## src/sv/lsa_pkg.sv

```systemverilog
// ----------------------------------------------------------------------------
// lsa_pkg: shared types and constants for the LRU slot allocator
// Transfer structs, action codes, rank format and the cell command/status.
// ----------------------------------------------------------------------------
`default_nettype none

package lsa_pkg;

  // Slot row geometry.
  localparam int SLOT_COUNT = 16;
  localparam int TOP_RANK   = 15;

  // Field widths of the transfer structs.
  localparam int IDX_W   = 4;
  localparam int MASK_W  = 16;
  localparam int COUNT_W = 5;
  localparam int ACT_W   = 2;

  // Signed rank: -1 .. TOP_RANK.
  localparam int RANK_W = $clog2(TOP_RANK + 1) + 1;

  // Action codes.
  localparam logic [ACT_W-1:0] ACT_ALLOC   = 2'd0;
  localparam logic [ACT_W-1:0] ACT_TOUCH   = 2'd1;
  localparam logic [ACT_W-1:0] ACT_DEALLOC = 2'd2;

  typedef logic signed [RANK_W-1:0] lsa_rank_t;

  typedef struct packed {
    logic [ACT_W-1:0] action;
    logic [IDX_W-1:0] slot_index;
  } lsa_req_t;

  typedef struct packed {
    logic [IDX_W-1:0]   granted_slot;
    logic               evicted;
    logic [MASK_W-1:0]  used_mask;
    logic [COUNT_W-1:0] used_count;
    logic               queried_free;
  } lsa_rsp_t;

  // Broadcast command to every cell in the row.
  typedef struct packed {
    logic age_all;   // decrement every rank
    logic age_live;  // decrement every rank that is not negative
    logic set_top;   // selected cell takes TOP_RANK
    logic set_free;  // selected cell takes -1
  } lsa_cmd_t;

  // Per-cell status toward the sequencer.
  typedef struct packed {
    logic hit;   // first free candidate in the row
    logic used;  // rank above zero
    logic neg;   // rank negative
    logic top;   // rank equals TOP_RANK
  } lsa_cell_st_t;

endpackage

`default_nettype wire

```

## src/sv/lru_slot_allocator_16_core.sv

```systemverilog
// ----------------------------------------------------------------------------
// lru_slot_allocator_16_core: least-recently-used slot allocator, 16 slots
// Row of rank cells driven by a small sequencer, with a registered result.
// ----------------------------------------------------------------------------
// One request is handled at a time. The slot row is a chain of 16 cells, each
// holding a signed rank (-1 .. 15); a sequencer broadcasts one command per
// cycle to the whole row, and that command sequence sets the latency.
// Allocate scans (scanning again after aging every rank when no slot is
// free) and then touches; touch and deallocate run a touch or a drop step;
// the unused action code goes straight to the report. The load waits further
// while the output register still holds a stalled result. in_stall_o is low
// only while the sequencer is idle. Results sit in an output register, so the
// next request is taken while an earlier result still waits for its transfer.
// A slot counts as used when its rank is above zero; allocate treats rank
// zero as free, while queried_free reports only a negative rank.
`default_nettype none

module lru_slot_allocator_16_core (
  input  wire logic              clk_i,
  input  wire logic              rst_ni,
  input  wire logic              in_valid_i,
  output logic                   in_stall_o,
  input  wire lsa_pkg::lsa_req_t in_data_i,
  output logic                   out_valid_o,
  input  wire logic              out_stall_i,
  output lsa_pkg::lsa_rsp_t      out_data_o
);
  import lsa_pkg::*;

  // Sequencer states.
  localparam logic [2:0] ST_IDLE   = 3'd0;
  localparam logic [2:0] ST_SCAN   = 3'd1;
  localparam logic [2:0] ST_TOUCH  = 3'd2;
  localparam logic [2:0] ST_DROP   = 3'd3;
  localparam logic [2:0] ST_REPORT = 3'd4;

  localparam int GROUPS = SLOT_COUNT / 4;

  logic [2:0]       state_q, state_d;
  logic [ACT_W-1:0] act_q;
  logic [IDX_W-1:0] idx_q;
  logic [IDX_W-1:0] gnt_q;
  logic             evict_q;
  logic             out_valid_q;
  lsa_rsp_t         out_data_q, out_data_d;

  lsa_cmd_t                    cmd;
  lsa_cell_st_t                cell_st [SLOT_COUNT];
  logic [SLOT_COUNT:0]         free_chain;
  logic [SLOT_COUNT-1:0]       sel_vec, hit_vec, used_vec, neg_vec, top_vec;
  logic [IDX_W-1:0]            tgt;
  logic [IDX_W-1:0]            gnt_enc;
  logic                        any_free, top_hit, in_xfer, load_out;

  // Count used slots in groups of four, then add the group counts.
  function automatic logic [COUNT_W-1:0] count_used(input logic [SLOT_COUNT-1:0] v);
    logic [COUNT_W-1:0] sum;
    logic [2:0]         grp;
    sum = '0;
    for (int g = 0; g < GROUPS; g++) begin
      grp = 3'(v[4*g]) + 3'(v[4*g+1]) + 3'(v[4*g+2]) + 3'(v[4*g+3]);
      sum = sum + COUNT_W'(grp);
    end
    return sum;
  endfunction

  assign in_stall_o = (state_q != ST_IDLE);
  assign in_xfer    = in_valid_i && !in_stall_o;

  // ---- Cell row: free search ripples from slot 0 upward -------------------
  assign free_chain[0] = 1'b0;
  assign any_free      = free_chain[SLOT_COUNT];

  for (genvar i = 0; i < SLOT_COUNT; i++) begin : g_cell
    lsa_cell u_cell (
      .clk_i    (clk_i),
      .rst_ni   (rst_ni),
      .cmd_i    (cmd),
      .sel_i    (sel_vec[i]),
      .free_i   (free_chain[i]),
      .free_o   (free_chain[i+1]),
      .status_o (cell_st[i])
    );
    assign hit_vec[i]  = cell_st[i].hit;
    assign used_vec[i] = cell_st[i].used;
    assign neg_vec[i]  = cell_st[i].neg;
    assign top_vec[i]  = cell_st[i].top;
    assign sel_vec[i]  = (tgt == IDX_W'(i));
  end

  // Encode the one-hot first-free flag; no hit encodes to slot 0.
  always_comb begin
    gnt_enc = '0;
    for (int i = 0; i < SLOT_COUNT; i++) begin
      gnt_enc = gnt_enc | (hit_vec[i] ? IDX_W'(i) : '0);
    end
  end

  // Allocate touches the granted slot; touch and deallocate use the request.
  assign tgt     = (act_q == ACT_ALLOC) ? gnt_q : idx_q;
  assign top_hit = |(sel_vec & top_vec);

  // ---- Sequencer ----------------------------------------------------------
  always_comb begin
    state_d  = state_q;
    cmd      = '0;
    load_out = 1'b0;
    unique case (state_q)
      ST_IDLE: begin
        if (in_valid_i) begin
          unique case (in_data_i.action)
            ACT_ALLOC:   state_d = ST_SCAN;
            ACT_TOUCH:   state_d = ST_TOUCH;
            ACT_DEALLOC: state_d = ST_DROP;
            default:     state_d = ST_REPORT;
          endcase
        end
      end
      ST_SCAN: begin
        // No free slot on the first pass: age every rank and scan again.
        // After aging, take whatever the encoder gives.
        if (any_free || evict_q) begin
          state_d = ST_TOUCH;
        end else begin
          cmd.age_all = 1'b1;
        end
      end
      ST_TOUCH: begin
        // A slot already at the top rank leaves the row untouched.
        if (!top_hit) begin
          cmd.age_live = 1'b1;
          cmd.set_top  = 1'b1;
        end
        state_d = ST_REPORT;
      end
      ST_DROP: begin
        cmd.set_free = 1'b1;
        state_d      = ST_REPORT;
      end
      ST_REPORT: begin
        // Hold until the output register is empty or drains this cycle.
        if (!out_valid_q || !out_stall_i) begin
          load_out = 1'b1;
          state_d  = ST_IDLE;
        end
      end
      default: state_d = ST_IDLE;
    endcase
  end

  always_ff @(posedge clk_i or negedge rst_ni) begin
    if (!rst_ni) begin
      state_q <= ST_IDLE;
      act_q   <= ACT_ALLOC;
      idx_q   <= '0;
      gnt_q   <= '0;
      evict_q <= 1'b0;
    end else begin
      state_q <= state_d;
      if (in_xfer) begin
        act_q   <= in_data_i.action;
        idx_q   <= in_data_i.slot_index;
        gnt_q   <= '0;
        evict_q <= 1'b0;
      end else if (state_q == ST_SCAN) begin
        if (any_free || evict_q) begin
          gnt_q <= gnt_enc;
        end else begin
          evict_q <= 1'b1;
        end
      end
    end
  end

  // ---- Result register ----------------------------------------------------
  always_comb begin
    out_data_d.granted_slot = (act_q == ACT_ALLOC) ? gnt_q : '0;
    out_data_d.evicted      = evict_q;
    out_data_d.used_mask    = MASK_W'(used_vec);
    out_data_d.used_count   = count_used(used_vec);
    out_data_d.queried_free = neg_vec[idx_q];
  end

  always_ff @(posedge clk_i or negedge rst_ni) begin
    if (!rst_ni) begin
      out_valid_q <= 1'b0;
    end else if (load_out) begin
      out_valid_q <= 1'b1;
    end else if (!out_stall_i) begin
      out_valid_q <= 1'b0;
    end
  end

  always_ff @(posedge clk_i) begin
    if (load_out) begin
      out_data_q <= out_data_d;
    end
  end

  assign out_valid_o = out_valid_q;
  assign out_data_o  = out_data_q;

  // ---- Assertions ---------------------------------------------------------
  // The free chain flags at most one first-free cell.
  a_single_hit: assert property (@(posedge clk_i) disable iff (!rst_ni)
    $onehot0(hit_vec))
    else $error("more than one first-free cell");

  // After a touch step the selected slot holds the top rank.
  a_touch_top: assert property (@(posedge clk_i) disable iff (!rst_ni)
    (state_q == ST_TOUCH) |=> ((top_vec & $past(sel_vec)) != '0))
    else $error("touched slot not at top rank");

  // An eviction is only ever reported for an allocate.
  a_evict_alloc: assert property (@(posedge clk_i) disable iff (!rst_ni)
    (load_out && evict_q) |-> (act_q == ACT_ALLOC))
    else $error("eviction reported for a non-allocate request");

  // A result load never overwrites a result that is still stalled.
  a_no_overrun: assert property (@(posedge clk_i) disable iff (!rst_ni)
    load_out |-> (!out_valid_q || !out_stall_i))
    else $error("result register overrun");

endmodule

`default_nettype wire

```

## src/sv/lsa_cell.sv

```systemverilog
// ----------------------------------------------------------------------------
// lsa_cell: one slot of the allocator row
// Holds the signed rank of a slot and joins the lowest-free search chain.
// ----------------------------------------------------------------------------
`default_nettype none

module lsa_cell (
  input  wire logic                  clk_i,
  input  wire logic                  rst_ni,
  input  wire lsa_pkg::lsa_cmd_t     cmd_i,
  input  wire logic                  sel_i,
  input  wire logic                  free_i,
  output logic                       free_o,
  output lsa_pkg::lsa_cell_st_t      status_o
);
  import lsa_pkg::*;

  lsa_rank_t rank_q, rank_d;
  logic      cand;

  // Allocate treats rank zero as free.
  assign cand   = rank_q[RANK_W-1] || (rank_q == '0);
  assign free_o = free_i || cand;

  assign status_o.hit  = cand && !free_i;
  assign status_o.neg  = rank_q[RANK_W-1];
  assign status_o.used = !rank_q[RANK_W-1] && (rank_q != '0);
  assign status_o.top  = (rank_q == RANK_W'(TOP_RANK));

  always_comb begin
    rank_d = rank_q;
    priority if (sel_i && cmd_i.set_top) begin
      rank_d = RANK_W'(TOP_RANK);
    end else if (sel_i && cmd_i.set_free) begin
      rank_d = '1;
    end else if (cmd_i.age_all || (cmd_i.age_live && !rank_q[RANK_W-1])) begin
      rank_d = rank_q - RANK_W'(1);
    end
  end

  always_ff @(posedge clk_i or negedge rst_ni) begin
    if (!rst_ni) begin
      rank_q <= '1;
    end else begin
      rank_q <= rank_d;
    end
  end

endmodule

`default_nettype wire

```

## config.mk

```make
export PLATFORM = sky130hd
export DESIGN_NAME = lru_slot_allocator_16_core
export DESIGN_NICKNAME = d
export VERILOG_FILES = /design/src/sv/lsa_pkg.sv /design/src/sv/lru_slot_allocator_16_core.sv /design/src/sv/lsa_cell.sv
export SDC_FILE = /design/constraint.sdc
export NUM_CORES = 1
export LEC_CHECK = 0
export BUFFER_PORTS_ARGS = -buffer_cell sky130_fd_sc_hd__buf_2
export CORE_AREA = 3 3 137 139
export CTS_CLUSTER_SIZE = 24
export DETAILED_ROUTE_END_ITERATION = 7
export DIE_AREA = 0 0 140 142
export PLACE_DENSITY = 0.72
export SYNTH_ARGS = -nofsm -noshare
export SYNTH_HDL_FRONTEND = slang
export SYNTH_SLANG_ARGS = --single-unit
export TNS_END_PERCENT = 1
```

## constraint.sdc

```tcl
create_clock -name clk_i -period 6.8 [get_ports clk_i]
set_input_delay 1.7 -clock clk_i [delete_from_list [all_inputs] [get_ports clk_i]]
set_output_delay 1.7 -clock clk_i [all_outputs]
set_load 0.05 [all_outputs]
```

==> results of run 1 <==
-- cell usage in the layout, fill, tap and decap left out, types with 6 or more instances in the layout --
| cell | synthesis | layout |
|---|---|---|
| dfstp_2 | 80 | 80 |
| nor3b_1 | 9 | 9 |
| and2_1 | 8 | 8 |
| o31a_1 | 7 | 7 |
| dfrtp_1 | 15 | 15 |
| or2_2 | 12 | 12 |
| o31ai_1 | 12 | 12 |
| ha_1 | 46 | 46 |
| a31oi_1 | 7 | 7 |
| nor3_1 | 22 | 22 |
| buf_2 | 13 | 37 |
| and3_1 | 16 | 16 |
| o31ai_2 | 6 | 6 |
| xnor2_1 | 16 | 16 |
| buf_4 | 1 | 10 |
| fa_1 | 10 | 10 |
| nand2b_1 | 8 | 8 |
| a221o_1 | 6 | 6 |
| nand3b_1 | 6 | 6 |
| o21ai_0 | 51 | 51 |
| clkbuf_16 | 0 | 18 |
| o22ai_1 | 12 | 12 |
| nand3_1 | 14 | 14 |
| nor2_1 | 73 | 73 |
| a21oi_1 | 50 | 49 |
| o221ai_1 | 6 | 6 |
| nand2_1 | 54 | 54 |
| inv_1 | 67 | 67 |
| nand4b_1 | 10 | 10 |
| edfxtp_1 | 27 | 27 |
-- worst max path at each step --
stage,end,slack [ns],depth (start not counted)
after global placement,out_data_o[3],2.41,13
after detailed placement,out_data_o[4],2.31,13
final,out_data_o[4],2.30,14
after floorplan,out_data_o[4],2.78,14
after CTS,out_data_o[4],2.30,13
after global routing,out_data_o[4],2.10,13
-- cell type report --
type                    instances  area share
clock inverters                12      0.0183
flip-flops and latches        122       0.369
multi-input cells             579       0.472
clock buffers                  20      0.0514
repair buffers                 47      0.0292
well taps                     229      0.0322
inverters                      67      0.0282
-- per-stage QoR --
stage	instances	area, um2	util
floorplan	798	7890	-
detailed placement	1044	8290	0.466
global route	1076	8910	0.501
global placement	1044	8290	0.466
CTS	1076	8910	0.501
finish	1076	8910	0.501
-- flip-flops by register name, indices dropped and copies added (netlist names) --
name	cells
g_cell.u_cell.rank_q	80
act_q	2
state_q	3
out_data_o	27
evict_q	1
idx_q	4
out_valid_o	1
gnt_q	4
-- critical path: stages, from the launching register on --
cell and delay [ns]:
dfstp_2 0.54, inv_1 0.06, ha_1 0.22, nor3b_1 0.16
nor2_1 0.37, fa_1 0.53, fa_1 0.53, inv_1 0.05
fa_1 0.39, fa_1 0.59, inv_1 0.07, ha_1 0.29
a21o_1 0.18, a21oi_1 0.17, xnor2_1 0.09
-- metal layers --
metal	wire, um	track usage
met2	9580	0.332
met1	8410	0.272
met3	1690	0.0581
met4	715	0.0877
met5	0	0
-- cell families (layout without fill, tap and decap cells) --
family	count (synthesis)	count (layout)	synth area share
multiplexers	12	12	0.0239
adder cells (fa/ha/maj)	56	56	0.0983
XOR/XNOR	16	16	0.0178
AND/OR/NAND/NOR	269	269	0.184
flip-flops	122	122	0.417
AO/OA/AOI/OAI	226	226	0.208
buffers and inverters	97	146	0.0515
==> impl_results.md, run 1 <==
* Finish-stage setup viols at 0
* TritonCTS Buffers at 17
* Final hold slack at 0.507 ns
* Hold_buf cts at 0
* WHS Endpoint: g_cell[8].u_cell.rank_q[3]
* Hold crit path type: flip-flop to flip-flop
* Top cell type's share of synthesized area at 0.266
* Setup total negative slack at 0 ns
* Mapped Cells at ~800
* Period minus WS final at 4.50 ns
* Worst skew pair latency at 0.43 ns
* Clk pin slew, worst setup/hold paths at 0.06 ns
* Core area at ~18000 um2
* Vias per cell at 6.05
* Row count at around 50
* Via count at approximately 6500
* Fmax at 222 MHz
* Largest net degree at the start of global routing at 58
* Htree depth at 4
* Post-CTS setup buffer count at 0
* Die W at roughly 140 um
* Initial Utilization at 0.444
* Max clock buf depth at 2
* Initial antenna violation count at 0
* Top-count cell post-synth: dfstp_2
* Worst hold stages at 2
* Syn_area_per_cell at 9.89 um2
* Fin. Hold Viols at 0
* Worst R2R End: out_data_o[4]
* Routed WL at 20400 um
* Remaining DRCs at 0
* Port bufs at 38
* Area contributors post-synth: dfstp_2, edfxtp_1, ha_1
* Detail Route Antenna Nets at 0
* Synth warnings at 0
* Period utilization at 0.661
* Register area at 3290 um2
* Asr flop ratio synth at 0.779
* Yosys reg bits at 122
* # clock sinks at around 120
* Share of layout cells above drive strength 1 at 0.247
* Layout Skew at 0.00992 ns
* Post-synth top cells: dfstp_2, nor2_1, inv_1
* Placement Setup Slack at 2.31 ns
* Cells resized by post-CTS repair at 0
* Synth Cell Area at 7890 um2
* Total track usage at 0.209
* CTS tree: done
* Ys flop type: dfstp_2
* Syn-to-layout area delta at 12.9%
* RSZ-0062 raised after global routing: no
* Worst r2r src: g_cell[2].u_cell.rank_q[0]
* Post-synthesis sequential area ratio at 0.417
* Nets@finish at 900
* CP startpoint kind: flip-flop
* Arr. time, crit path at 4.67 ns
* Gpl congestion at between 0.9 and 1
* Detail Placement HPWL at around 14000 um
* CP Max Fanout at 4
* EDFF count, synth at 27
* Height of the die at ~140 um
* Crit. End Element: flip-flop
* R2R depth at 14
* Slew Viols, Final at 0
* Number of global-route vias before repair at 6215
* Clock Tree Root: clkbuf_16
* WS Path Type: flip-flop to flip-flop
* Full die area at 19900 um2
* R2r setup slk at around 2.3 ns
* Fillers at about 1600
* Post-route setup slack at roughly 2.3 ns
* Max Cap Viol at 0
* Worst Setup SP: g_cell[2].u_cell.rank_q[0]
* Initial detailed-routing violation count at 716
* Pre-antenna DRT Iters at 6
* Status: finished clean
* Multi-input combinational cell area at 4200 um2
* Syn Nets at 864
* Grt total ovfl at 0
* Slew HR at 0.205
* Wire per inst at roughly 19 um
* Worst Min Path Start: g_cell[8].u_cell.rank_q[3]
* Data required, critical path at 6.98 ns
* First-pass GRT wire length at 33000 um
* Cell variety after synth at 79
* Yosys top cell by area: dfstp_2
* Worst slew pin tran at 1.16 ns
* ANT cells at 0
* I/O pin total at 39
Power of run 1 is not shown: default switching activity piles up to over one toggle a cycle in this logic, so the estimate is an artifact.
==> run 2, diff against run 1 <==
- ABC_AREA: unset -> 1
- CORE_AREA: 3 3 137 139 -> 3 3 150 152
- DIE_AREA: 0 0 140 142 -> 0 0 153 155
- clock period: 6.8 -> 4.3 ns (I/O delays scaled with it)
==> run 2 against run 1 <==
  * First-iteration DRC count fell by 15%
  * Global-route usage is 1.3 points lower
  * Register-to-register slack worse by 2.2 ns
  * Critical path depth increased by 1
  * Worst setup slack worse by 2.2 ns
  * Critical endpoint is now out_data_o[2]
  * Highest routed layer unchanged
==> impl_results.md, run 2 <==
* Largest net degree at the start of global routing at 74
* Mapped Cells at 1213
* Syn Nets at 1279
* Number of global-route vias before repair at 7557
* Syn_area_per_cell at 7.86 um2
* Height of the die at 155 um
* Htree depth at 4
* Clock Tree Root: clkbuf_16
* Synth Cell Area at ~9500 um2
* I/O pin total at 39
* Data required, critical path at 4.48 ns
* Post-CTS setup buffer count at 0
* # clock sinks at 122
* Cell variety after synth at 44
* Slew Viols, Final at 0
* Via count at approximately 8100
* Clk pin slew, worst setup/hold paths at 0.06 ns
* Core area at 21200 um2
* Worst slew pin tran at 1.01 ns
* Layout Skew at 0.00938 ns
* Worst Min Path Start: evict_q
* Initial detailed-routing violation count at 609
* Total track usage at 0.197
* Asr flop ratio synth at 0.779
* Dpl cell area at ~10000 um2
* Detail Placement HPWL at 16400 um
* TritonCTS Buffers at 17
* Worst skew pair latency at around 0.42 ns
* Routed WL at 22500 um
* Period utilization at 0.969
* Syn-to-layout area delta at 10.6%
* Fin. Hold Viols at 0
* Top-count cell post-synth: nand2_1
* Worst r2r src: g_cell[2].u_cell.rank_q[0]
* Slew HR at 0.328
* Period minus WS final at 4.17 ns
* ANT cells at 0
* Most common cell after layout, fill and taps aside: nand2_1
* Design Area, Final at 10500 um2
* Die W at 153 um
* Most frequent cells in the layout: nand2_1, inv_1, nand4_1, dfstp_2, nor2_1
* Max FFs per register at 80
* Fmax at about 240 MHz
* CTS tree: done
* WS Path Type: flip-flop to flip-flop
* Yosys reg bits at 122
* Crit. End Element: flip-flop
* Status: finished clean
* First-pass GRT wire length at 38100 um
* Port bufs at 38
* Area contributors post-synth: dfstp_2, nand2_1, edfxtp_1
* EDFF count, synth at 27
* Synth warnings at 0
* Hold crit path type: flip-flop to flip-flop
* Pre-antenna DRT Iters at 7
* Share of layout cells above drive strength 1 at 0.222
* Remaining DRCs at 0
* Detail Route Antenna Nets at 0
* Worst Setup SP: g_cell[2].u_cell.rank_q[0]
* CP startpoint kind: flip-flop
* Initial Utilization at 0.451
* Vias per cell at 5.22
* Initial antenna violation count at 0
* Max Cap Viol at 0
* Ys flop type: dfstp_2
* Post-synth top cells: nand2_1, inv_1, nand4_1
* Max clock buf depth at 2
* Full die area at 23700 um2
* Post-synthesis sequential area ratio at 0.345
* Wire per inst at 14.6 um
* CP Max Fanout at 4
* Gpl congestion at 0.922
* Arr. time, crit path at 4.34 ns
* Reg with most FFs: g_cell.u_cell.rank_q
* Nets@finish at 1321
* Grt total ovfl at 0
* Row count at between 50 and 60
* Fillers at between 2000 and 2500
* Finish-stage setup viols at 0
* Top cell type's share of synthesized area at 0.221
* Yosys top cell by area: dfstp_2
[run 2: cell count changes after synthesis, sizes merged, moves of 12 or more]
| cell | delta |
|---|---|
| a21oi | -36 |
| and3 | -15 |
| inv | +127 |
| nand2 | +343 |
| nand3 | +99 |
| nand4 | +78 |
| o22ai | -12 |
| o31ai | -17 |
| xor2 | +17 |
[run 2: worst paths after layout]
path	to	slack [ns]	cells after the start
setup / recovery	out_data_o[2]	0.13	15
hold / removal	out_data_o[22]	0.49	0
setup reg to reg	out_data_o[2]	0.13	15
hold reg to reg	out_data_o[22]	0.49	0
max in group asynchronous	g_cell[5].u_cell.rank_q[2]	2.56	2
min in group asynchronous	state_q[2]	0.78	1
[run 2: cell families after synthesis]
| family | Yosys count | share of synthesized area |
|---|---|---|
| simple gates | 710 | 0.407 |
| flops | 122 | 0.345 |
| fa+ha+maj | 56 | 0.0814 |
| buf+inv | 224 | 0.100 |
| xor+xnor | 29 | 0.0267 |
| compound gates | 72 | 0.0399 |
[run 2: final cells by class]
class	instances	area (um2)	share of cell area
multi-input cells	867	5310	0.504
flip-flops and latches	122	3290	0.312
inverters	195	737	0.0699
clock buffers	23	448	0.0425
well taps	275	344	0.0326
repair buffers	52	310	0.0294
clock inverters	9	100	0.00950
[run 2: worst max-delay path, cell delays in order (launching register included)]
cell and delay, ns:
dfstp_2 0.56, inv_1 0.06, ha_1 0.22, nand3_1 0.14, nand2_2 0.09, inv_2 0.08, fa_1 0.43, fa_1 0.53
inv_1 0.07, fa_1 0.50, fa_1 0.41, inv_1 0.06, ha_1 0.15, inv_1 0.06, fa_2 0.52, inv_1 0.04
[run 2: repair_timing]
| action | in CTS | in global routing |
|---|---|---|
| setup endpoints to repair | 0 | 3 |
| hold buffers | 0 | 0 |
| gates resized for setup | 0 | 4 |
| endpoints found under the hold margin | 0 | 0 |
[run 2: per-layer routing]
layer | global-route usage | wire length [um] | part of all wire | vias up
li1 | - | - | - | 3999
met1 | 0.261 | 10200 | 0.45 | 3826
met2 | 0.328 | 10800 | 0.48 | 202
met3 | 0.0362 | 1040 | 0.046 | 33
met4 | 0.0658 | 511 | 0.023 | 0
met5 | 0 | 0 | 0 | -
[run 2: stage by stage]
| step | hold WS, ns | utilization | std cells | setup TNS [ns] | setup WS [ns] |
|---|---|---|---|---|---|
| 2_1_floorplan | 0.447 | - | 1213 | 0 | 0.364 |
| 3_3_place_gp | 0.471 | 0.472 | 1511 | 0 | 0.225 |
| 3_5_place_dp | 0.472 | 0.472 | 1511 | 0 | 0.162 |
| 4_1_cts | 0.492 | 0.498 | 1543 | 0 | 0.137 |
| 5_1_grt | 0.511 | 0.498 | 1543 | -0.00404 | -0.00404 |
| 6_report | 0.488 | 0.498 | 1543 | 0 | 0.133 |
Power of run 2 is left out for the same reason.
==> run 3, diff against run 2 <==
- PLACE_DENSITY: 0.72 -> unset
- SLEW_MARGIN: unset -> 0
- TNS_END_PERCENT: 1 -> 30
==> run 3 against run 2 <==
  * Via count shrank 2.5%
  * Sequential share of layout area shrank 0.32 points
  * First-iteration DRC count shrank 31%
  * Final cell count grew 0.26%
  * Critical path type unchanged
==> impl_results.md, run 3 (same netlist as run 2, synthesis figures left out) <==
* Status: finished clean
* Crit. End Element: flip-flop
* Vias per cell at roughly 5
* R2r setup slk at 0.19 ns
* Finish-stage setup viols at 0
* Row count at 53
* Pre-antenna DRT Iters at 5
* Slew Viols, Final at 0
* Setup total negative slack at 0 ns
* Worst Min Path Start: g_cell[7].u_cell.rank_q[1]
* Fin. Hold Viols at 0
* CP cell instances: inv_1, ha_1, a21oi_1, fa_1, inv_1, fa_1, fa_1, fa_1, inv_1, ha_1, inv_1, fa_1, xnor2_1
* Number of global-route vias before repair at between 7000 and 8000
* Detail Route Antenna Nets at 0
* Slowest-stage cell, CP: dfstp_2
* RSZ-0062 raised after global routing: no
* Clock Tree Root: clkbuf_16
* Total track usage at 0.203
* Clk pin slew, worst setup/hold paths at around 0.060 ns
* Period minus WS final at 4.11 ns
* Via count at a little under 8000
* Fmax at 243 MHz
* I/O pin total at 39
* CP startpoint kind: flip-flop
* Port bufs at 38
* Core area at 21200 um2
* First-pass GRT wire length at around 39000 um
* Height of the die at 155 um
* CTS tree: done
* Initial Utilization at 0.451
* Gpl congestion at 0.908
* Worst hold stages at 2
* Share of layout cells above drive strength 1 at 0.231
* Syn-to-layout area delta at 11.7%
* CP Max Fanout at 5
* ANT cells at 0
* Slew HR at 0.361
* Detail Placement HPWL at approximately 16000 um
* Full die area at ~24000 um2
* Worst skew pair latency at roughly 0.43 ns
* Grt total ovfl at 0
* Max Cap Viol at 0
* Initial detailed-routing violation count at 423
* Initial antenna violation count at 0
* Worst Setup SP: g_cell[10].u_cell.rank_q[0]
* Period utilization at 0.956
* Die W at 153 um
* Reg with most FFs: g_cell.u_cell.rank_q
* TritonCTS Buffers at 17
* Most common cell after layout, fill and taps aside: nand2_1
* Hold crit path type: flip-flop to flip-flop
* Routed WL at roughly 23000 um
* CP most frequent cell: fa_1
* Max clock buf depth at 2
* Layout Skew at 0.00741 ns
* Worst r2r src: g_cell[10].u_cell.rank_q[0]
* Nets@finish at about 1300
* Arr. time, crit path at ~4.3 ns
* R2R depth at 13
* Hold_buf cts at 0
* Data required, critical path at around 4.5 ns
* Max FFs per register at 80
* Remaining DRCs at 0
* Most frequent cells in the layout: nand2_1, inv_1, nand4_1, dfstp_2, nor2_1
* WS Path Type: flip-flop to flip-flop
* Htree depth at 4
* WHS Endpoint: g_cell[7].u_cell.rank_q[1]
* Worst slew pin tran at 0.955 ns
* Wire per inst at 15.0 um
* # clock sinks at roughly 120
* Max incr delay on CP at approximately 0.56 ns
* Worst R2R End: out_data_o[3]
* Largest net degree at the start of global routing at 91
==> run 3: changes by cell type in the layout (fill, tap and decap cells not counted), moves of 2 or more <==
cell        before  now
buf_4           14   18
bufinv_16        2    4
clkbuf_1         6    0
clkinv_2         4    2
clkinvlp_4       1    5
inv_6            0    3
==> run 3: through the flow <==
step / setup slack [ns] / utilization / cells / instance area [um2] / hold WS, ns
5_1_grt: 0.00660 / 0.503 / 1547 / 10700 / 0.519
6_report: 0.188 / 0.503 / 1547 / 10700 / 0.501
3_5_place_dp: 0.162 / 0.473 / 1514 / 10000 / 0.492
3_3_place_gp: 0.233 / 0.473 / 1514 / 10000 / 0.481
4_1_cts: 0.145 / 0.503 / 1546 / 10600 / 0.502
2_1_floorplan: 0.364 / - / 1213 / 9530 / 0.447
==> run 3: worst max-delay path, delay by kind of cell (launching register included) <==
kind / cells / cell delay, ns
compound gates: 1 / 0.30
fa+ha+maj: 7 / 2.59
xor+xnor: 1 / 0.15
buf+inv: 4 / 0.27
flops: 1 / 0.56
==> run 3: layout make-up <==
| class | instances | area, um2 |
|---|---|---|
| clock buffer | 17 | 425 |
| clock inverter | 15 | 198 |
| fill | 2075 | 10500 |
| inverter | 195 | 737 |
| multi-input combinational | 867 | 5320 |
| sequential | 122 | 3290 |
| tap | 275 | 344 |
| timing repair buffer | 56 | 340 |
==> run 3: repair_timing <==
action	CTS	global route
resized for setup	0	6
setup endpoints to repair	0	3
buffers inserted	0	1
==> run 3: per-layer routing <==
metal  up-vias  GRT usage  share of wire
met5         -          0              0
met4         0     0.0501          0.016
met3        26     0.0437          0.051
met2       160      0.328           0.47
met1      3672      0.280           0.47
li1       3999          -              -
==> run 3: worst max path at each step <==
stage                          to  depth (start not counted)
floorplan           out_data_o[3]                         13
global placement    out_data_o[3]                         13
detailed placement  out_data_o[3]                         15
CTS                 out_data_o[3]                         15
global route        out_data_o[3]                         15
finish              out_data_o[3]                         13
Power of run 3 is left out for the same reason.
